### config.mk
export PLATFORM = sky130hd
export DESIGN_NAME = arp_address_resolver_core
export DESIGN_NICKNAME = d
export VERILOG_FILES = /design/src/rtl/arp_pkg.sv /design/src/rtl/arp_address_resolver_core.sv
export SDC_FILE = /design/constraint.sdc
export NUM_CORES = 1
export LEC_CHECK = 0
export BUFFER_PORTS_ARGS = -buffer_cell sky130_fd_sc_hd__buf_2
export CORE_AREA = 2 2 189 191
export CTS_BUF_LIST = sky130_fd_sc_hd__clkbuf_8
export CTS_CLUSTER_SIZE = 20
export DETAILED_ROUTE_END_ITERATION = 8
export DIE_AREA = 0 0 191 193
export GPL_TIMING_DRIVEN = 0
export PLACE_DENSITY = 0.71
export REMOVE_ABC_BUFFERS = 1
export SYNTH_ARGS = -nofsm -noshare
export SYNTH_HDL_FRONTEND = slang
export SYNTH_SLANG_ARGS = --single-unit
### constraint.sdc
create_clock -name clk -period 8 [get_ports clk]
set_input_delay 1.6 -clock clk [delete_from_list [all_inputs] [get_ports clk]]
set_output_delay 1.6 -clock clk [all_outputs]
set_load 0.02 [all_outputs]
### src/rtl/arp_pkg.sv
// Shared types, codes and frame helpers for the ARP address resolver.
// Used by arp_address_resolver_core; no other dependencies.
`default_nettype none

package arp_pkg;

    localparam int TIMER_BITS = 16;

    localparam int MAC_W = 48;
    localparam int IP_W  = 32;
    localparam int TMO_W = 16;
    localparam int POS_W = 6;

    localparam logic [POS_W-1:0] FRAME_LAST = POS_W'(41);
    localparam logic [POS_W-1:0] FRAME_LEN  = POS_W'(42);

    localparam logic [15:0] TMO_RESET = 16'd1000;

    // item commands
    localparam logic [1:0] CMD_RESOLVE = 2'd0;
    localparam logic [1:0] CMD_RX_BYTE = 2'd1;
    localparam logic [1:0] CMD_TICK    = 2'd2;

    // configuration register indexes
    localparam logic [1:0] REG_LOCAL_MAC  = 2'd0;
    localparam logic [1:0] REG_LOCAL_IP   = 2'd1;
    localparam logic [1:0] REG_TIMEOUT_MS = 2'd2;

    typedef enum logic [1:0] {
        KIND_REQ_BYTE = 2'd0,
        KIND_FOUND    = 2'd1,
        KIND_FAILED   = 2'd2
    } kind_t;

    // byte idx of a 48-bit word, idx 0 is the first wire byte
    function automatic logic [7:0] mac_byte(input logic [MAC_W-1:0] w, input logic [2:0] idx);
        logic [7:0] b;
        case (idx)
            3'd0:    b = w[47:40];
            3'd1:    b = w[39:32];
            3'd2:    b = w[31:24];
            3'd3:    b = w[23:16];
            3'd4:    b = w[15:8];
            3'd5:    b = w[7:0];
            default: b = 8'h00;
        endcase
        return b;
    endfunction

    // byte idx of a 32-bit word, idx 0 is the first wire byte
    function automatic logic [7:0] ip_byte(input logic [IP_W-1:0] w, input logic [1:0] idx);
        logic [7:0] b;
        case (idx)
            2'd0:    b = w[31:24];
            2'd1:    b = w[23:16];
            2'd2:    b = w[15:8];
            default: b = w[7:0];
        endcase
        return b;
    endfunction

    // broadcast ARP request, byte at position p
    function automatic logic [7:0] request_byte(
        input logic [POS_W-1:0] p,
        input logic [MAC_W-1:0] mac,
        input logic [IP_W-1:0]  ip,
        input logic [IP_W-1:0]  tgt
    );
        logic [7:0]       b;
        logic [POS_W-1:0] off_src;
        logic [POS_W-1:0] off_sha;
        logic [POS_W-1:0] off_tpa;
        off_src = p - POS_W'(6);
        off_sha = p - POS_W'(22);
        off_tpa = p - POS_W'(38);
        case (p) inside
            [6'd0:6'd5]:   b = 8'hFF;
            [6'd6:6'd11]:  b = mac_byte(mac, off_src[2:0]);
            6'd12, 6'd16:  b = 8'h08;
            6'd13:         b = 8'h06;
            6'd15, 6'd21:  b = 8'h01;
            6'd18:         b = 8'd6;
            6'd19:         b = 8'd4;
            [6'd22:6'd27]: b = mac_byte(mac, off_sha[2:0]);
            [6'd28:6'd31]: b = ip_byte(ip, p[1:0]);
            [6'd38:6'd41]: b = ip_byte(tgt, off_tpa[1:0]);
            default:       b = 8'h00;
        endcase
        return b;
    endfunction

endpackage

`default_nettype wire

### src/rtl/arp_address_resolver_core.sv
// ARP address resolver top level: request frame generator, reply checker,
// timeout counter and result register. Depends on arp_pkg.
`default_nettype none

// A resolve item (command 0) is taken and then produces the 42-byte
// broadcast ARP request, one result item per cycle of out_ready, plus
// a failure item when timeout_ms is zero; in_ready is low while that frame
// drains, so no new item is taken before its last item has entered the
// one-byte output register. Received frame bytes (command 1) and millisecond
// ticks (command 2) each yield at most one result; they are accepted every
// cycle while no request frame is being sent and the result register is free
// or being emptied. A reply frame is checked byte by byte as it streams in
// (ethertype 0x0806, opcode 2, sender IP equal to the wanted address, target
// IP equal to local_ip); the sender MAC is reported on the frame's last byte.
// Hardware and protocol type fields are not checked. Configuration writes are
// always accepted and should be made only while the block is idle.
module arp_address_resolver_core (
    input  wire logic        clk,
    input  wire logic        rst_n,

    input  wire logic        cfg_valid,
    output logic             cfg_ready,
    input  wire logic [1:0]  cfg_index,
    input  wire logic [47:0] cfg_data,

    input  wire logic        in_valid,
    output logic             in_ready,
    input  wire logic [1:0]  command,
    input  wire logic [31:0] wanted_ip,
    input  wire logic [7:0]  rx_byte,
    input  wire logic        rx_end,

    output logic             out_valid,
    input  wire logic        out_ready,
    output logic [1:0]       kind,
    output logic [7:0]       tx_byte,
    output logic             tx_end,
    output logic [47:0]      found_mac,
    output logic             run_last
);

    localparam int TB = arp_pkg::TIMER_BITS;
    localparam logic [31:0] TIMER_MAX = 32'((64'd1 << TB) - 64'd1);

    // configuration
    logic [47:0] local_mac_reg;
    logic [31:0] local_ip_reg;
    logic [15:0] timeout_ms_reg;

    // resolver state
    logic                       waiting_reg,     waiting_next;
    logic [31:0]                target_addr_reg, target_addr_next;
    logic [TB-1:0]              ticks_left_reg,  ticks_left_next;
    logic [arp_pkg::POS_W-1:0]  rx_pos_reg,      rx_pos_next;
    logic                       rx_ok_reg,       rx_ok_next;
    logic [47:0]                heard_mac_reg,   heard_mac_next;

    // request frame sequencer
    logic                       tx_active_reg,   tx_active_next;
    logic [arp_pkg::POS_W-1:0]  tx_pos_reg,      tx_pos_next;
    logic                       tx_fail_reg,     tx_fail_next;

    // result register
    logic                  out_valid_reg,  out_valid_next;
    arp_pkg::kind_t        kind_reg,       kind_next;
    logic [7:0]            tx_byte_reg,    tx_byte_next;
    logic                  tx_end_reg,     tx_end_next;
    logic [47:0]           found_mac_reg,  found_mac_next;
    logic                  run_last_reg,   run_last_next;

    logic        out_free;
    logic        in_fire;
    logic [31:0] tmo_wide;
    logic [TB-1:0] ticks_load;
    logic [arp_pkg::POS_W-1:0] rx_pos_inc;
    logic [arp_pkg::POS_W-1:0] off_tpa;
    logic        ok_chk;
    logic [47:0] mac_chk;
    logic [TB-1:0] ticks_dec;

    assign cfg_ready = 1'b1;
    assign out_free  = !out_valid_reg || out_ready;
    assign in_ready  = !tx_active_reg && out_free;
    assign in_fire   = in_valid && in_ready;

    assign out_valid = out_valid_reg;
    assign kind      = kind_reg;
    assign tx_byte   = tx_byte_reg;
    assign tx_end    = tx_end_reg;
    assign found_mac = found_mac_reg;
    assign run_last  = run_last_reg;

    // timeout loaded into the timer, saturating at its top value
    assign tmo_wide   = {16'd0, timeout_ms_reg};
    assign ticks_load = (tmo_wide > TIMER_MAX) ? TIMER_MAX[TB-1:0] : tmo_wide[TB-1:0];
    assign ticks_dec  = (ticks_left_reg != '0) ? ticks_left_reg - TB'(1) : ticks_left_reg;

    assign rx_pos_inc = rx_pos_reg + arp_pkg::POS_W'(1);
    assign off_tpa    = rx_pos_reg - arp_pkg::POS_W'(38);

    // per-position check of a received byte
    always_comb
    begin
        ok_chk  = rx_ok_reg;
        mac_chk = heard_mac_reg;
        case (rx_pos_reg) inside
            6'd12:         if (rx_byte != 8'h08) ok_chk = 1'b0;
            6'd13:         if (rx_byte != 8'h06) ok_chk = 1'b0;
            6'd20:         if (rx_byte != 8'h00) ok_chk = 1'b0;
            6'd21:         if (rx_byte != 8'h02) ok_chk = 1'b0;
            [6'd22:6'd27]: mac_chk = {heard_mac_reg[39:0], rx_byte};
            [6'd28:6'd31]:
                if (rx_byte != arp_pkg::ip_byte(target_addr_reg, rx_pos_reg[1:0]))
                    ok_chk = 1'b0;
            [6'd38:6'd41]:
                if (rx_byte != arp_pkg::ip_byte(local_ip_reg, off_tpa[1:0]))
                    ok_chk = 1'b0;
            default: ;
        endcase
    end

    always_comb
    begin
        waiting_next     = waiting_reg;
        target_addr_next = target_addr_reg;
        ticks_left_next  = ticks_left_reg;
        rx_pos_next      = rx_pos_reg;
        rx_ok_next       = rx_ok_reg;
        heard_mac_next   = heard_mac_reg;
        tx_active_next   = tx_active_reg;
        tx_pos_next      = tx_pos_reg;
        tx_fail_next     = tx_fail_reg;

        out_valid_next = out_valid_reg && !out_ready;
        kind_next      = kind_reg;
        tx_byte_next   = tx_byte_reg;
        tx_end_next    = tx_end_reg;
        found_mac_next = found_mac_reg;
        run_last_next  = run_last_reg;

        if (tx_active_reg && out_free) begin
            // next request byte, or the trailing failure on a zero timeout
            out_valid_next = 1'b1;
            found_mac_next = '0;
            if (tx_pos_reg == arp_pkg::FRAME_LEN) begin
                kind_next      = arp_pkg::KIND_FAILED;
                tx_byte_next   = 8'h00;
                tx_end_next    = 1'b0;
                run_last_next  = 1'b1;
                tx_active_next = 1'b0;
            end else begin
                kind_next    = arp_pkg::KIND_REQ_BYTE;
                tx_byte_next = arp_pkg::request_byte(tx_pos_reg, local_mac_reg,
                                                     local_ip_reg, target_addr_reg);
                tx_end_next  = (tx_pos_reg == arp_pkg::FRAME_LAST);
                run_last_next = (tx_pos_reg == arp_pkg::FRAME_LAST) && !tx_fail_reg;
                tx_pos_next  = tx_pos_reg + arp_pkg::POS_W'(1);
                if (tx_pos_reg == arp_pkg::FRAME_LAST && !tx_fail_reg)
                    tx_active_next = 1'b0;
            end
        end else if (in_fire) begin
            unique case (command)
                arp_pkg::CMD_RESOLVE:
                begin
                    target_addr_next = wanted_ip;
                    ticks_left_next  = ticks_load;
                    rx_pos_next      = '0;
                    rx_ok_next       = 1'b1;
                    heard_mac_next   = '0;
                    waiting_next     = (ticks_load != '0);
                    tx_fail_next     = (ticks_load == '0);
                    // byte 0 goes out now, the sequencer takes the rest
                    tx_active_next   = 1'b1;
                    tx_pos_next      = arp_pkg::POS_W'(1);
                    out_valid_next   = 1'b1;
                    kind_next        = arp_pkg::KIND_REQ_BYTE;
                    tx_byte_next     = 8'hFF;
                    tx_end_next      = 1'b0;
                    found_mac_next   = '0;
                    run_last_next    = 1'b0;
                end
                arp_pkg::CMD_RX_BYTE:
                begin
                    if (waiting_reg) begin
                        if (rx_pos_reg < arp_pkg::FRAME_LEN) begin
                            rx_ok_next     = ok_chk;
                            heard_mac_next = mac_chk;
                            rx_pos_next    = rx_pos_inc;
                        end
                        if (rx_end) begin
                            if (rx_pos_next >= arp_pkg::FRAME_LEN && rx_ok_next) begin
                                out_valid_next = 1'b1;
                                kind_next      = arp_pkg::KIND_FOUND;
                                tx_byte_next   = 8'h00;
                                tx_end_next    = 1'b0;
                                found_mac_next = heard_mac_next;
                                run_last_next  = 1'b1;
                                waiting_next   = 1'b0;
                            end
                            rx_pos_next = '0;
                            rx_ok_next  = 1'b1;
                        end
                    end
                end
                arp_pkg::CMD_TICK:
                begin
                    if (waiting_reg) begin
                        ticks_left_next = ticks_dec;
                        if (ticks_dec == '0) begin
                            waiting_next   = 1'b0;
                            rx_pos_next    = '0;
                            rx_ok_next     = 1'b1;
                            out_valid_next = 1'b1;
                            kind_next      = arp_pkg::KIND_FAILED;
                            tx_byte_next   = 8'h00;
                            tx_end_next    = 1'b0;
                            found_mac_next = '0;
                            run_last_next  = 1'b1;
                        end
                    end
                end
                default: ;
            endcase
        end
    end

    // configuration registers
    always_ff @(posedge clk or negedge rst_n)
    begin
        if (!rst_n) begin
            local_mac_reg  <= '0;
            local_ip_reg   <= '0;
            timeout_ms_reg <= arp_pkg::TMO_RESET;
        end else if (cfg_valid) begin
            unique case (cfg_index)
                arp_pkg::REG_LOCAL_MAC:  local_mac_reg  <= cfg_data;
                arp_pkg::REG_LOCAL_IP:   local_ip_reg   <= cfg_data[31:0];
                arp_pkg::REG_TIMEOUT_MS: timeout_ms_reg <= cfg_data[15:0];
                default: ;
            endcase
        end
    end

    always_ff @(posedge clk or negedge rst_n)
    begin
        if (!rst_n) begin
            waiting_reg     <= 1'b0;
            target_addr_reg <= '0;
            ticks_left_reg  <= '0;
            rx_pos_reg      <= '0;
            rx_ok_reg       <= 1'b1;
            heard_mac_reg   <= '0;
            tx_active_reg   <= 1'b0;
            tx_pos_reg      <= '0;
            tx_fail_reg     <= 1'b0;
            out_valid_reg   <= 1'b0;
        end else begin
            waiting_reg     <= waiting_next;
            target_addr_reg <= target_addr_next;
            ticks_left_reg  <= ticks_left_next;
            rx_pos_reg      <= rx_pos_next;
            rx_ok_reg       <= rx_ok_next;
            heard_mac_reg   <= heard_mac_next;
            tx_active_reg   <= tx_active_next;
            tx_pos_reg      <= tx_pos_next;
            tx_fail_reg     <= tx_fail_next;
            out_valid_reg   <= out_valid_next;
        end
    end

    // result payload, no reset needed
    always_ff @(posedge clk)
    begin
        kind_reg      <= kind_next;
        tx_byte_reg   <= tx_byte_next;
        tx_end_reg    <= tx_end_next;
        found_mac_reg <= found_mac_next;
        run_last_reg  <= run_last_next;
    end

endmodule

`default_nettype wire
# == Word-level counts from Yosys, hierarchy flattened ==
# Index checks and enable logic that the tools add are counted.
# word_totals
ff_bits,269
out_inout_bits,63
elab_cells,286
in_bits,98
# classes
addsub,7
n_lt_le_gt_ge,19
muxes,137
n_bitwise,1
eq_ne,52
reduce_logical,52
# op_table
cell,count
$mux 48,12
$mux 8,31
$pmux 48 s3,1
$pmux 8 s3,5
$pmux 48 s2,1
$pmux 8 s6,2
$mux 6,13
$mux 1,53
$mux 16,3
$eq 6x5->1 const B,6
$logic_not 16->1,2
$pmux 16 s2,1
$reduce_bool 16->1,2
$eq 6x4->1 const B,5
$ge 6x5->1 const B,4
$le 6x5->1 const B,4
$ge 6x6->1 const B,3
$pmux 6 s3,1
$gt 16x16->1 const B,1
$mux 2,8
$ne 8x8->1,2
$sub 16x1->16 const B,1
$ne 3x3->1 const B,5
$pmux 1 s3,5
37 further kinds,97

# == Depth between registers and ports, before layout ==
# logic_depth
depth_word,31
ltp_mapped,14
mapped_depth_nobuf,10

# == Least setup slack after synthesis ==
# OpenSTA, ideal clock, no wires.
# synth_path
path_kind,input to register
start,in rx_byte[1]
end,reg kind_reg[0] (netlist: kind[0]) (enable)
t_required_ns,7.654
path_buffers,3
cell_stages,11
slack_ns,4.067
arrival_time_ns,3.587
setup_ns,0.346
cell_sequence,clkbuf_1 -> nor4bb_1 -> a41oi_1 -> o31ai_1 -> nand2_1 -> o2111ai_1 -> nand3_1 -> clkbuf_1 -> buf_2 -> o21ai_0 -> a21o_1
# synth_via
elab_chain_cells,17
word_cells_on_any_way,27
classes_between,eq/ne (6); mux (18); reduce/logical (3)
# synth_lines
element,line,text
"start, declared",arp_address_resolver_core.sv:30,"input wire logic [7:0] rx_byte,"
$ne 8x8->1,arp_address_resolver_core.sv:116,"if (rx_byte != arp_pkg::ip_byte(local_ip_reg, off_tpa[1:0]))"
$mux 1,arp_address_resolver_core.sv:116,
$mux 1 (6 in a row),arp_address_resolver_core.sv:106,case (rx_pos_reg) inside
$mux 1 *,arp_address_resolver_core.sv:106,
$mux 1 *,arp_address_resolver_core.sv:185,if (rx_pos_reg < arp_pkg::FRAME_LEN) begin
$mux 1 *,arp_address_resolver_core.sv:184,if (waiting_reg) begin
$mux 1 *,arp_address_resolver_core.sv:162,unique case (command)
$mux 1 *,arp_address_resolver_core.sv:161,end else if (in_fire) begin
$mux 1 *,arp_address_resolver_core.sv:141,if (tx_active_reg && out_free) begin
$logic_and 1x1->1 *,arp_address_resolver_core.sv:191,if (rx_pos_next >= arp_pkg::FRAME_LEN && rx_ok_next) begin
$ne 3x3->1 (no source line) *,--,
$reduce_and 7->1 (no source line) *,--,
"end signal, assigned",arp_address_resolver_core.sv:274,kind_reg <= kind_next;
"end, declared",arp_address_resolver_core.sv:65,"arp_pkg::kind_t kind_reg, kind_next;"
# Every way passes the cells marked *; elsewhere a longest branch is shown, timed or not. The select of a mux whose other input is x is not followed.
# A chain may end at the register's enable or synchronous reset.

# == Worst setup path after layout ==
# layout_path
start,reg rx_pos_reg[1] in the netlist's numbering
end,reg kind_reg[0] (netlist: kind[0]) (enable)
# layout_via
elab_chain_cells,27
word_cells_on_any_way,62
classes_between,add/sub (2); order compare (8); eq/ne (11); mux (34); reduce/logical (7)
# layout_lines
element,line,text
"start, declared",arp_address_resolver_core.sv:54,"logic [arp_pkg::POS_W-1:0] rx_pos_reg, rx_pos_next;"
"start signal, assigned",arp_address_resolver_core.sv:261,rx_pos_reg <= rx_pos_next;
$sub 2x2->2,arp_address_resolver_core.sv:99,assign off_tpa = rx_pos_reg - arp_pkg::POS_W'(38);
$eq 2x2->1 (tied with other cells),arp_pkg.sv:53,case (idx)
$pmux 8 s3,arp_pkg.sv:53,
$mux 8 (7 in a row),arp_address_resolver_core.sv:106,
$ne 8x8->1,arp_address_resolver_core.sv:116,
$mux 1,arp_address_resolver_core.sv:116,
$mux 1 (7 in a row),arp_address_resolver_core.sv:106,
$mux 1,arp_address_resolver_core.sv:185,
$mux 1,arp_address_resolver_core.sv:184,
$mux 1,arp_address_resolver_core.sv:162,
$mux 1,arp_address_resolver_core.sv:161,
$mux 1,arp_address_resolver_core.sv:141,
$logic_and 1x1->1 *,arp_address_resolver_core.sv:191,
$ne 3x3->1 (no source line) *,--,
$reduce_and 7->1 (no source line) *,--,
# Marked as above.

==> flow_summary.ini <==
[yosys]
synth_edf_count = 12
synth_top_area_share_pct = 34.85
yosysSeqAreaShare_pct = 45.23
synth.cell_area_um2 = 14500
synthCells = 1510
synth_flop_cell = dfrtp_1
synth_area_leaders = dfrtp_1, mux2_2, dfxtp_1
synthDistinctLibCells = 71
synth.avg_cell_area_um2 = 9.604
yosys_warnings = 0
synth_most_common_cell = nand2_1
ys_ff_latch = 269
netlist_top_cells_count = nand2_1, dfrtp_1, mux2_2, nand3_1, clkbuf_1
synth_largest_area_cell = dfrtp_1
synthArstFlopShare_pct = 77.70

[clock_tree]
cts_hold_buf = 0
numCtsBuffers = 46
cts_resized = 0
cts_setup_buffers = 0
htreeDepth = 2
cts_root_buf = clkbuf_8
clkLatencyLatePin_ns = 0.59
path_clk_slew_ns = 0.06
cts_sinks = 269
clockBufferDepth = 3
cts_tree = done

[timing]
holdWs_ns = 0.4805
fmax_mhz = 220.7
slew_viol_final = 0
maxSlewHeadroom_pct = 13.39
finalSetupViolCount = 0
finalCriticalPeriod_ns = 4.530
skew_ns = 0.02503
hold_viol_final = 0
fin_crit_sh_pct = 56.63
tightest_slew_ns = 1.299
grt_setup_unrepaired = false
fin_setup_tns_ns = 0

[worst_setup_path]
cpMaxStageDelayCell = ha_1
max_stage_delay_ns = 0.91
rrSetupSlack_ns = 3.47
criticalPathCategory = register to register
cp_max_fo = 72
crit_path_end_kind = register
crit_chain = inv_1 -> ha_1 -> a222oi_1 -> mux2i_1 -> xnor2_1 -> nand4_1 -> o2111ai_1 -> nand3_4 -> buf_16 -> o21ai_0 -> a21o_1
cp-start-kind = register
setup.worst_path.start = rx_pos_reg[1]$_DFFE_PN0P_
ff2ff_path_depth = 11
path_buf_inv = 2
reg2reg_from = rx_pos_reg[1]$_DFFE_PN0P_
cp_data_required_time_ns = 8.21
r2r_end = kind[0]$_SDFFCE_PP0P_
arrival_ns = 4.74
crit_family = compound AO/OA/AOI/OAI gates

[detailed_routing]
drcViolationCount = 0
viasPerCell = 5.906
wl_per_cell_um = 19.28
first_pass_iters = 7
antenna_left = 0
wl_mm = 40.63
route.vias.total = 12444
drt-initial-drc-count = 1081

[placed_design]
io_buffers = 159
gp_congestion = 0.8887
hpwl_mm = 27.02

[worst_hold_path]
holdPathEnd = heard_mac_reg[42]$_DFFE_PN0P_
whs_path_depth = 2
hold_path.class = register to register
hp-start = heard_mac_reg[42]$_DFFE_PN0P_

[flow_run]
drv_cap = 0

[die]
num_io_pins = 161
core_um2 = 34960
fp.dieW_um = 191
die_h_um = 193
dieArea_um2 = 36860
num_rows = 69
initial_utilization_pct = 41.48

[global_route]
antenna_found_initial = 3
grt_pass1_wl_mm = 65.03
grt_overflow = 0
first_global_vias = 11968
track_usage_pct = 22.00
grt_max_degree = 121

[power_and_ir_drop]
ir_drop_uv = 176.8
p_leak_nw = 7.187
powerDensity_nw_per_um2 = 275.7

[cells_and_area]
final_nets = 1725
syn_to_final_growth_pct = 14.73
drive_above_1_share_pct = 25.41

[status]
status = completed
==> logic make-up after synthesis <==
group / count (synthesis) / synth area share [%]
buffers and inverters: 166 / 4.762
flip-flops: 269 / 45.23
multiplexers: 163 / 12.49
AO/OA/AOI/OAI: 342 / 16.47
AND/OR/NAND/NOR: 526 / 17.90
XOR/XNOR: 23 / 1.389
adder cells (fa/ha/maj): 20 / 1.725
other: 1 / 0.02586
==> report_power, final <==
group	internal, W	switching [W]	leakage, nW
Sequential	0.00159	0.000204	3.13
Clock	0.000593	0.000578	0.521
Combinational	0.000587	0.00104	3.53
==> layout make-up <==
type,instances,area (um2)
Fill cell,3259,18330
Multi-Input combinational cell,1075,7316
Sequential cell,269,6560
Timing Repair Buffer,183,1210
Clock buffer,48,660.6
Tap cell,461,576.8
Clock inverter,38,192.7
Inverter,32,120.1
Antenna cell,1,2.502
==> worst max-delay path by stage <==
stage                                  to  cells after the start  slack [ns]
2_1_floorplan   found_mac[7]$_SDFFE_PP0P_                      9        1.87
3_3_place_gp   found_mac[36]$_SDFFE_PP0P_                      9       -1.03
3_5_place_dp         tx_byte[7]$_DFFE_PP_                     11        3.49
4_1_cts                  tx_end$_DFFE_PP_                     11        3.48
5_1_grt                  tx_end$_DFFE_PP_                     11        3.15
6_report            kind[0]$_SDFFCE_PP0P_                     11        3.47
==> per-layer routing <==
layer	wire length [um]	track usage, %	up-vias
met5	24	0	-
met4	1018	7.215	4
met3	2759	3.928	74
met2	18350	34.13	448
met1	18470	31.14	6107
li1	-	-	5811
==> per-stage QoR <==
step	util (%)	instance area [um2]	instances	setup WS [ns]	total power (W)
6_report	47.59	16640	2107	3.470	0.004587
2_1_floorplan	-	13930	1376	1.871	0.002816
4_1_cts	47.58	16640	2106	3.479	0.004586
3_3_place_gp	43.77	15300	1996	-1.030	0.003324
5_1_grt	47.59	16640	2107	3.153	0.004845
3_5_place_dp	45.14	15780	2020	3.486	0.003398
==> worst register-to-register path, delay by kind of cell, from the launching register on <==
kind | cells | cell delay (ns)
AOI/OAI and AO/OA | 4 | 1.22
xor gates and xnor gates | 1 | 0.18
adders and majority gates | 1 | 0.91
buffers and inverters | 2 | 0.52
DFF | 1 | 0.50
muxes | 1 | 0.37
and+or+nand+nor | 2 | 0.47
==> cells in the final DEF, fill, tap and decap left out, types with 9 or more instances in the layout <==
cell type    n
nand2_1    228
dfrtp_1    202
buf_2      158
mux2_2     144
nand3_1    112
o21ai_0     86
inv_1       54
nor2_1      52
o2111ai_1   52
or4_1       49
clkbuf_8    48
dfxtp_1     48
a21oi_1     46
a222oi_1    30
a22oi_1     21
mux2i_1     19
xnor2_1     19
ha_1        17
o22ai_1     14
a31oi_1     13
o21ai_1     13
a221oi_1    12
edfxtp_1    12
o31ai_1      9
clkinv_2     9
(Power assumes the default switching activity.)
